[src/hw/rtl/selected_product_mod_accumulator_defines.svh]
// ----------------------------------------------------------------------------
// Selected product modular accumulator: assertion macros
// Shared concurrent assertion forms, clocked on clk and disabled in reset.
// ----------------------------------------------------------------------------
`ifndef SELECTED_PRODUCT_MOD_ACCUMULATOR_DEFINES_SVH
`define SELECTED_PRODUCT_MOD_ACCUMULATOR_DEFINES_SVH

// Same-cycle implication.
`define SPMA_ASSERT_IMP(label, ante, cons, msg) \
	label: assert property (@(posedge clk) disable iff (!arst_n) (ante) |-> (cons)) \
		else $error(msg);

// Next-cycle implication.
`define SPMA_ASSERT_NEXT(label, ante, cons, msg) \
	label: assert property (@(posedge clk) disable iff (!arst_n) (ante) |=> (cons)) \
		else $error(msg);

`endif

[src/hw/rtl/spma_pkg.sv]
// ----------------------------------------------------------------------------
// spma_pkg
// Constants and shared types of the selected product modular accumulator.
// ----------------------------------------------------------------------------
package spma_pkg;

	localparam int WIDTH   = 64;
	localparam int FIELD_W = 64;
	localparam int CNT_W   = $clog2(WIDTH);

	typedef enum logic [1:0] {
		ST_IDLE,
		ST_REDUCE,
		ST_MUL,
		ST_EMIT
	} state_t;

	typedef struct packed {
		logic load_reduce;
		logic load_direct;
		logic red_step;
		logic mul_step;
		logic mul_last;
		logic emit;
	} dp_cmd_t;

	typedef struct packed {
		logic rp_ge_mod;
	} dp_status_t;

endpackage

[src/hw/rtl/spma_datapath.sv]
// ----------------------------------------------------------------------------
// spma_datapath
// Modulus register, running product, restoring reduction and shift-add
// modular multiply, and the result register.
// ----------------------------------------------------------------------------
module spma_datapath (
	input  logic                                clk,
	input  logic                                arst_n,
	input  logic                                cfg_we,
	input  logic [spma_pkg::FIELD_W-1:0]        cfg_wdata,
	input  logic [spma_pkg::FIELD_W-1:0]        value,
	input  spma_pkg::dp_cmd_t                   cmd,
	output spma_pkg::dp_status_t                status,
	output logic [spma_pkg::FIELD_W-1:0]        product
);
	import spma_pkg::*;

	// A modulus of zero stands for 2^WIDTH, hence one extra bit.
	logic [WIDTH:0]   mod_q;
	logic [WIDTH-1:0] rp_q;
	logic [WIDTH-1:0] x_q;
	logic [WIDTH-1:0] acc_q;
	logic [WIDTH-1:0] y_q;
	logic [WIDTH-1:0] div_q;
	logic [WIDTH-1:0] out_q;

	logic [WIDTH:0]   rem_ext;
	logic [WIDTH-1:0] rem_next;
	logic [WIDTH-1:0] acc_next;
	logic [WIDTH-1:0] x_dbl;

	function automatic logic [WIDTH-1:0] add_mod(
		input logic [WIDTH-1:0] a,
		input logic [WIDTH-1:0] b,
		input logic [WIDTH:0]   m
	);
		logic [WIDTH:0] s;
		logic [WIDTH:0] d;
		s = {1'b0, a} + {1'b0, b};
		d = s - m;
		if (s >= m) begin
			return d[WIDTH-1:0];
		end
		return s[WIDTH-1:0];
	endfunction

	assign rem_ext  = {x_q, div_q[WIDTH-1]};
	assign rem_next = (rem_ext >= mod_q) ? WIDTH'(rem_ext - mod_q) : rem_ext[WIDTH-1:0];
	assign acc_next = y_q[0] ? add_mod(acc_q, x_q, mod_q) : acc_q;
	assign x_dbl    = add_mod(x_q, x_q, mod_q);

	assign status.rp_ge_mod = ({1'b0, rp_q} >= mod_q);
	assign product          = FIELD_W'(out_q);

	always_ff @(posedge clk or negedge arst_n) begin
		if (!arst_n) begin
			mod_q <= (WIDTH+1)'(1);
			rp_q  <= WIDTH'(1);
		end else begin
			if (cfg_we) begin
				mod_q <= {(cfg_wdata[WIDTH-1:0] == '0), cfg_wdata[WIDTH-1:0]};
			end
			if (cmd.mul_last) begin
				rp_q <= acc_next;
			end else if (cmd.emit) begin
				rp_q <= WIDTH'(1);
			end
		end
	end

	always_ff @(posedge clk) begin
		if (cmd.load_reduce || cmd.load_direct) begin
			y_q   <= value[WIDTH-1:0];
			div_q <= rp_q;
			acc_q <= '0;
			x_q   <= cmd.load_reduce ? '0 : rp_q;
		end else if (cmd.red_step) begin
			x_q   <= rem_next;
			div_q <= {div_q[WIDTH-2:0], 1'b0};
		end else if (cmd.mul_step) begin
			acc_q <= acc_next;
			x_q   <= x_dbl;
			y_q   <= {1'b0, y_q[WIDTH-1:1]};
		end
		if (cmd.emit) begin
			out_q <= rp_q;
		end
	end

endmodule

[src/hw/rtl/spma_ctrl.sv]
// ----------------------------------------------------------------------------
// spma_ctrl
// Sequencer for the accumulator: input handshake, bit counter, result
// handshake, and commands to the datapath.
// ----------------------------------------------------------------------------
`include "selected_product_mod_accumulator_defines.svh"

module spma_ctrl (
	input  logic                  clk,
	input  logic                  arst_n,
	input  logic                  in_valid,
	output logic                  in_ready,
	input  logic                  selected,
	input  logic                  last,
	output logic                  out_valid,
	input  logic                  out_ready,
	input  spma_pkg::dp_status_t  status,
	output spma_pkg::dp_cmd_t     cmd
);
	import spma_pkg::*;

	state_t           state_q;
	state_t           state_d;
	logic [CNT_W-1:0] cnt_q;
	logic             last_q;
	logic             out_valid_q;
	logic             cnt_last;
	logic             counting;

	assign cnt_last  = (cnt_q == CNT_W'(WIDTH-1));
	assign counting  = (state_q == ST_REDUCE) || (state_q == ST_MUL);
	assign out_valid = out_valid_q;

	always_ff @(posedge clk or negedge arst_n) begin
		if (!arst_n) begin
			state_q     <= ST_IDLE;
			cnt_q       <= '0;
			last_q      <= 1'b0;
			out_valid_q <= 1'b0;
		end else begin
			state_q <= state_d;
			if (counting) begin
				cnt_q <= cnt_last ? '0 : cnt_q + CNT_W'(1);
			end
			if (in_valid && in_ready) begin
				last_q <= last;
			end
			if (cmd.emit) begin
				out_valid_q <= 1'b1;
			end else if (out_ready) begin
				out_valid_q <= 1'b0;
			end
		end
	end

	always_comb begin
		state_d  = state_q;
		cmd      = '0;
		in_ready = 1'b0;
		unique case (state_q)
			ST_IDLE: begin
				in_ready = 1'b1;
				if (in_valid) begin
					if (selected) begin
						if (status.rp_ge_mod) begin
							cmd.load_reduce = 1'b1;
							state_d         = ST_REDUCE;
						end else begin
							cmd.load_direct = 1'b1;
							state_d         = ST_MUL;
						end
					end else if (last) begin
						state_d = ST_EMIT;
					end
				end
			end
			ST_REDUCE: begin
				cmd.red_step = 1'b1;
				if (cnt_last) begin
					state_d = ST_MUL;
				end
			end
			ST_MUL: begin
				cmd.mul_step = 1'b1;
				if (cnt_last) begin
					cmd.mul_last = 1'b1;
					state_d      = last_q ? ST_EMIT : ST_IDLE;
				end
			end
			ST_EMIT: begin
				if (!out_valid_q || out_ready) begin
					cmd.emit = 1'b1;
					state_d  = ST_IDLE;
				end
			end
			default: begin
				state_d = ST_IDLE;
			end
		endcase
	end

	`SPMA_ASSERT_IMP(a_idle_cnt_clear, (state_q == ST_IDLE), (cnt_q == '0), "Bit counter not clear in idle.")
	`SPMA_ASSERT_NEXT(a_sel_starts_work, (in_valid && in_ready && selected), (state_q == ST_REDUCE || state_q == ST_MUL), "Selected beat did not start a multiply.")
	`SPMA_ASSERT_NEXT(a_emit_shows_result, cmd.emit, out_valid_q, "Emitted result not shown.")
	`SPMA_ASSERT_IMP(a_emit_slot_free, cmd.emit, (!out_valid_q || out_ready), "Result register overwritten.")

endmodule

[src/hw/rtl/selected_product_mod_accumulator.sv]
// ----------------------------------------------------------------------------
// selected_product_mod_accumulator
// Running product of selected values modulo a configured modulus.
// ----------------------------------------------------------------------------
// Input beats (value, selected, last) arrive on in_valid/in_ready; results
// (product) leave on out_valid/out_ready. The modulus is written through
// cfg_we/cfg_wdata; the user must write it only while the block is idle,
// which the block itself does not enforce; zero stands for 2^64. A selected
// beat runs the shift-add multiplier, one multiplier bit per cycle, after a
// restoring reduction when the running product is not below the modulus
// (after a modulus change, or with a modulus of one). A beat marked last
// then loads the result register and out_valid in an emit state, and the
// running product returns to 1. A new beat is taken only while idle, so a
// beat is finished before the next one is accepted.
// Reset sets the modulus and the running product to 1 and clears out_valid.
// When the receiver stalls, the result waits in its register and new beats
// are still taken; only a second result stalls until the first is taken.
// ----------------------------------------------------------------------------
module selected_product_mod_accumulator (
	input  logic                          clk,
	input  logic                          arst_n,
	input  logic                          cfg_we,
	input  logic [spma_pkg::FIELD_W-1:0]  cfg_wdata,
	input  logic                          in_valid,
	output logic                          in_ready,
	input  logic [spma_pkg::FIELD_W-1:0]  value,
	input  logic                          selected,
	input  logic                          last,
	output logic                          out_valid,
	input  logic                          out_ready,
	output logic [spma_pkg::FIELD_W-1:0]  product
);
	import spma_pkg::*;

	dp_cmd_t    cmd;
	dp_status_t status;

	spma_ctrl u_ctrl (
		.clk       (clk),
		.arst_n    (arst_n),
		.in_valid  (in_valid),
		.in_ready  (in_ready),
		.selected  (selected),
		.last      (last),
		.out_valid (out_valid),
		.out_ready (out_ready),
		.status    (status),
		.cmd       (cmd)
	);

	spma_datapath u_datapath (
		.clk       (clk),
		.arst_n    (arst_n),
		.cfg_we    (cfg_we),
		.cfg_wdata (cfg_wdata),
		.value     (value),
		.cmd       (cmd),
		.status    (status),
		.product   (product)
	);

endmodule
[config.mk]
export PLATFORM = sky130hd
export DESIGN_NAME = selected_product_mod_accumulator
export DESIGN_NICKNAME = d
export VERILOG_FILES = /design/src/hw/rtl/spma_pkg.sv /design/src/hw/rtl/spma_datapath.sv /design/src/hw/rtl/spma_ctrl.sv /design/src/hw/rtl/selected_product_mod_accumulator.sv
export VERILOG_INCLUDE_DIRS = /design/src /design/src/hw/rtl
export SDC_FILE = /design/constraint.sdc
export NUM_CORES = 2
export LEC_CHECK = 0
export ABC_CLOCK_PERIOD_IN_PS = 6800
export BUFFER_PORTS_ARGS = -buffer_cell sky130_fd_sc_hd__buf_2
export CORE_MARGIN = 5
export CORE_UTILIZATION = 63
export CTS_BUF_LIST = sky130_fd_sc_hd__clkbuf_16
export DETAILED_ROUTE_END_ITERATION = 6
export PLACE_DENSITY = 0.82
export SLEW_MARGIN = 40
export SYNTH_ARGS = -nofsm -noshare
export SYNTH_HDL_FRONTEND = slang
export SYNTH_HIERARCHICAL = 1
export SYNTH_SLANG_ARGS = --single-unit
[constraint.sdc]
create_clock -name clk -period 6.8 [get_ports clk]
set_clock_uncertainty 0.1 [all_clocks]
set_input_delay 0.68 -clock clk [delete_from_list [all_inputs] [get_ports clk]]
set_output_delay 0.68 -clock clk [all_outputs]
set_load 0.01 [all_outputs]
==> qor.txt <==
status - complete, no violations
synthesized area per cell - 8.312 um^2
Yosys top cell by area - edfxtp_1
Post-Synth XOR/XNOR Area - 5.507%
Syn Nets - 4632
Final Hold Viols - 0
setup slack, reg-to-reg - 0.19 ns
Diodes inserted - 0
nets - 4768
Yosys cell types - 101
DR WL/cell - 27.04 um
layout cell share with drive strength beyond 1 - 11.28%
Die X - 246.2 um
GRT Total Usage - 44.16%
Slew headroom - 30.58%
Worst Path Max Fanout - 8
Die Y - 246.2 um
Adder-Cell Fraction of Synth Area - 9.662%
Core ar. - 55200 um^2
Achievable Freq - 0.1514 GHz
critical path launch point type - flip-flop
Final setup viols - 0
largest family of logic cells by synthesized area - compound AO/OA/AOI/OAI gates
Slew @ Worst Pin - 1.036 ns
CP startpoint - u_datapath/x_q[0]
ANT nets after route - 0
deepest level of the CTS H-tree - 2
Max Slew Vio Count - 0
Remaining DRCs - 0
final setup margin - 0.1946 ns
max incr delay on CP - 0.42 ns
critical path class - reg -> reg
CTS tree - done
grt total ovfl - 0
First-pass DRT Iterations - 7
worst hold path type - in -> reg
#FFs+latches synth - 459
worst reg2reg path depth - 27
Post-CTS Setup Inserts - 0
P&R area growth vs syn - 10.78%
Cell Area, Placed - 37180 um^2
Critical path destination - u_datapath/acc_q[58]
Gate Count Post-Synth - 4228
Yosys warning total - 6
Seq/Total Area, Yosys - 35.42%
TritonCTS Buffers - 49
Final Cycle Share - 97.14%
max-cap violations - 0
# IOs - 201
global-route wire length before repair - 204000 um
FF-to-FF End - u_datapath/acc_q[58]
CTS sink cnt - 459
vias in the first global route - 32.95k
min cycle time layout - 6.605 ns
CTS root buf - clkbuf_16
ys flop type - edfxtp_1
DR vias/cell - 6.875
post-synth top area share - 21.87%
GR Layer Usage met1 - 58.66%
Compound-Gate Fraction of Synth Area - 25.17%
met3 Use GR - 11.35%
Clock Pin Slew Worst Setup and Hold Paths - 0.06 ns
DP Wirelength - 107400 um
Critical Path Slowest Stage Cell - fa_1
GRT Max-Usage Layer - met2
met2 global-route usage - 65.12%
cell row count - 86
Commonest cells post-synth - nand2_1, a21oi_1, o21ai_0, ha_1, edfxtp_1
worst slack, placed - 0.2125 ns
synthesized cell area - 35140 um^2
total vias in the final route - 35.43k
EDFF count, synth - 256
worst skew pair latency - 0.63 ns
cell area after layout - 38930 um^2
Post-synth ARST share - 30.28%
Min Hold Slack - 0.1734 ns
worst endpoint required time - 7.25 ns
RePlAce Congestion - 1.093
DRT Wirelength - 139300 um
worst-case clock buffer depth - 3
cell with the most instances after synthesis - nand2_1
reg2reg start - u_datapath/x_q[0]
initial antenna violation count - 4
crit end category - flip-flop
RSZ-0062 raised after global routing - yes
top cells by area, synth - edfxtp_1, dfrtp_1, ha_1
Arr. time, crit path - 7.06 ns
Post-Synth Simple-Gate Area - 18.24%
portion of netlist area occupied by mux cells - 1.335%
area occupied by multi-input gates - 21180 um^2
Layout fillers - 4390
register area - 12450 um^2
largest net degree at the start of global routing - 150
die footprint - 60610 um^2
initial cell density of the core - 63.67%
iteration-0 DRC count of the detailed router - 4880
port bufs - 200
[metrics by stage]
step / utilization [%] / std cells / setup TNS [ns]
6_report: 70.53 / 5153 / 0
5_1_grt: 70.53 / 5153 / -0.1908
4_1_cts: 70.30 / 5150 / 0
3_5_place_dp: 67.35 / 5058 / 0
3_3_place_gp: 67.27 / 5057 / 0
2_1_floorplan: - / 4228 / 0
[worst min path at each step]
| stage | depth (start not counted) | startpoint | slack [ns] | end |
|---|---|---|---|---|
| after global routing | 3 | cfg_wdata[23] | 0.19 | u_datapath/mod_q[23] |
| final | 3 | cfg_wdata[12] | 0.17 | u_datapath/mod_q[12] |
| after CTS | 1 | arst_n | 0.03 | u_ctrl/cnt_q[4] |
| after detailed placement | 2 | u_datapath/acc_q[38] | 0.37 | u_datapath/acc_q[38] |
| after floorplan | 0 | arst_n | 0.28 | u_ctrl/cnt_q[0] |
| after global placement | 2 | u_datapath/acc_q[18] | 0.35 | u_datapath/acc_q[18] |
[metal layers]
layer | up-vias | wire length [um]
li1 | 15690 | -
met1 | 16580 | 51780
met2 | 2556 | 57910
met3 | 600 | 18520
met4 | 6 | 11100
met5 | - | 28
[area by class of cell]
type	count	share of cell area [%]
inverter	153	1.475
clock inverter	43	1.032
sequential	459	31.98
multi-input combinational	3372	54.39
timing repair buffer	329	5.569
clock buffer	49	3.149
tap	748	2.404
[critical path, delay by kind of cell, from the launching register on]
| family | cells | cell delay (ns) |
|---|---|---|
| adders and majority gates | 3 | 0.97 |
| muxes | 1 | 0.27 |
| xor gates and xnor gates | 1 | 0.19 |
| and+or+nand+nor | 4 | 0.98 |
| DFF | 1 | 0.39 |
| AOI/OAI and AO/OA | 15 | 3.08 |
| buffers and inverters | 3 | 0.53 |
[placed cells by master (no fill, tap or decap), drive strengths merged, types with 50 or more instances in the layout]
cell    synthesis  final
a21o          139    139
a21oi         371    371
buf            66    327
clkbuf        178     50
dfrtp         137    137
dfxtp          64     64
edfxtp        256    256
ha            265    265
inv           152    165
nand2         790    790
nand4         111    111
nor2          245    245
o211ai         50     50
o21ai         394    394
o21bai         59     59
xnor2         144    144
xor2           77     77
[cells by family after synthesis]
logic type               after synthesis
AND/OR/NAND/NOR                     1445
multiplexers                          46
adder cells (fa/ha/maj)              269
AO/OA/AOI/OAI                       1391
buffers and inverters                397
XOR/XNOR                             221
flip-flops                           459
[sequential cells by signal, summed over array words and instances, names as in the netlist]
name and flops:
u_ctrl/out_valid 1, u_ctrl/cnt_q 6, u_datapath/div_q 64, u_datapath/acc_q 64
u_datapath/mod_q 65, u_datapath/rp_q 64, u_datapath/y_q 64, u_ctrl/state_q 2
u_datapath/x_q 64, u_ctrl/last_q 1, u_datapath/product 64
[repair_timing]
action,4_1_cts,5_1_grt
resized for setup,0,6
setup endpoints to repair,0,109
hold buffers,0,1
hold endpoints to repair,0,20
Power is left out: the tool's default activity adds up to more than one toggle a clock period on the data nets, which glitch-free logic cannot reach.
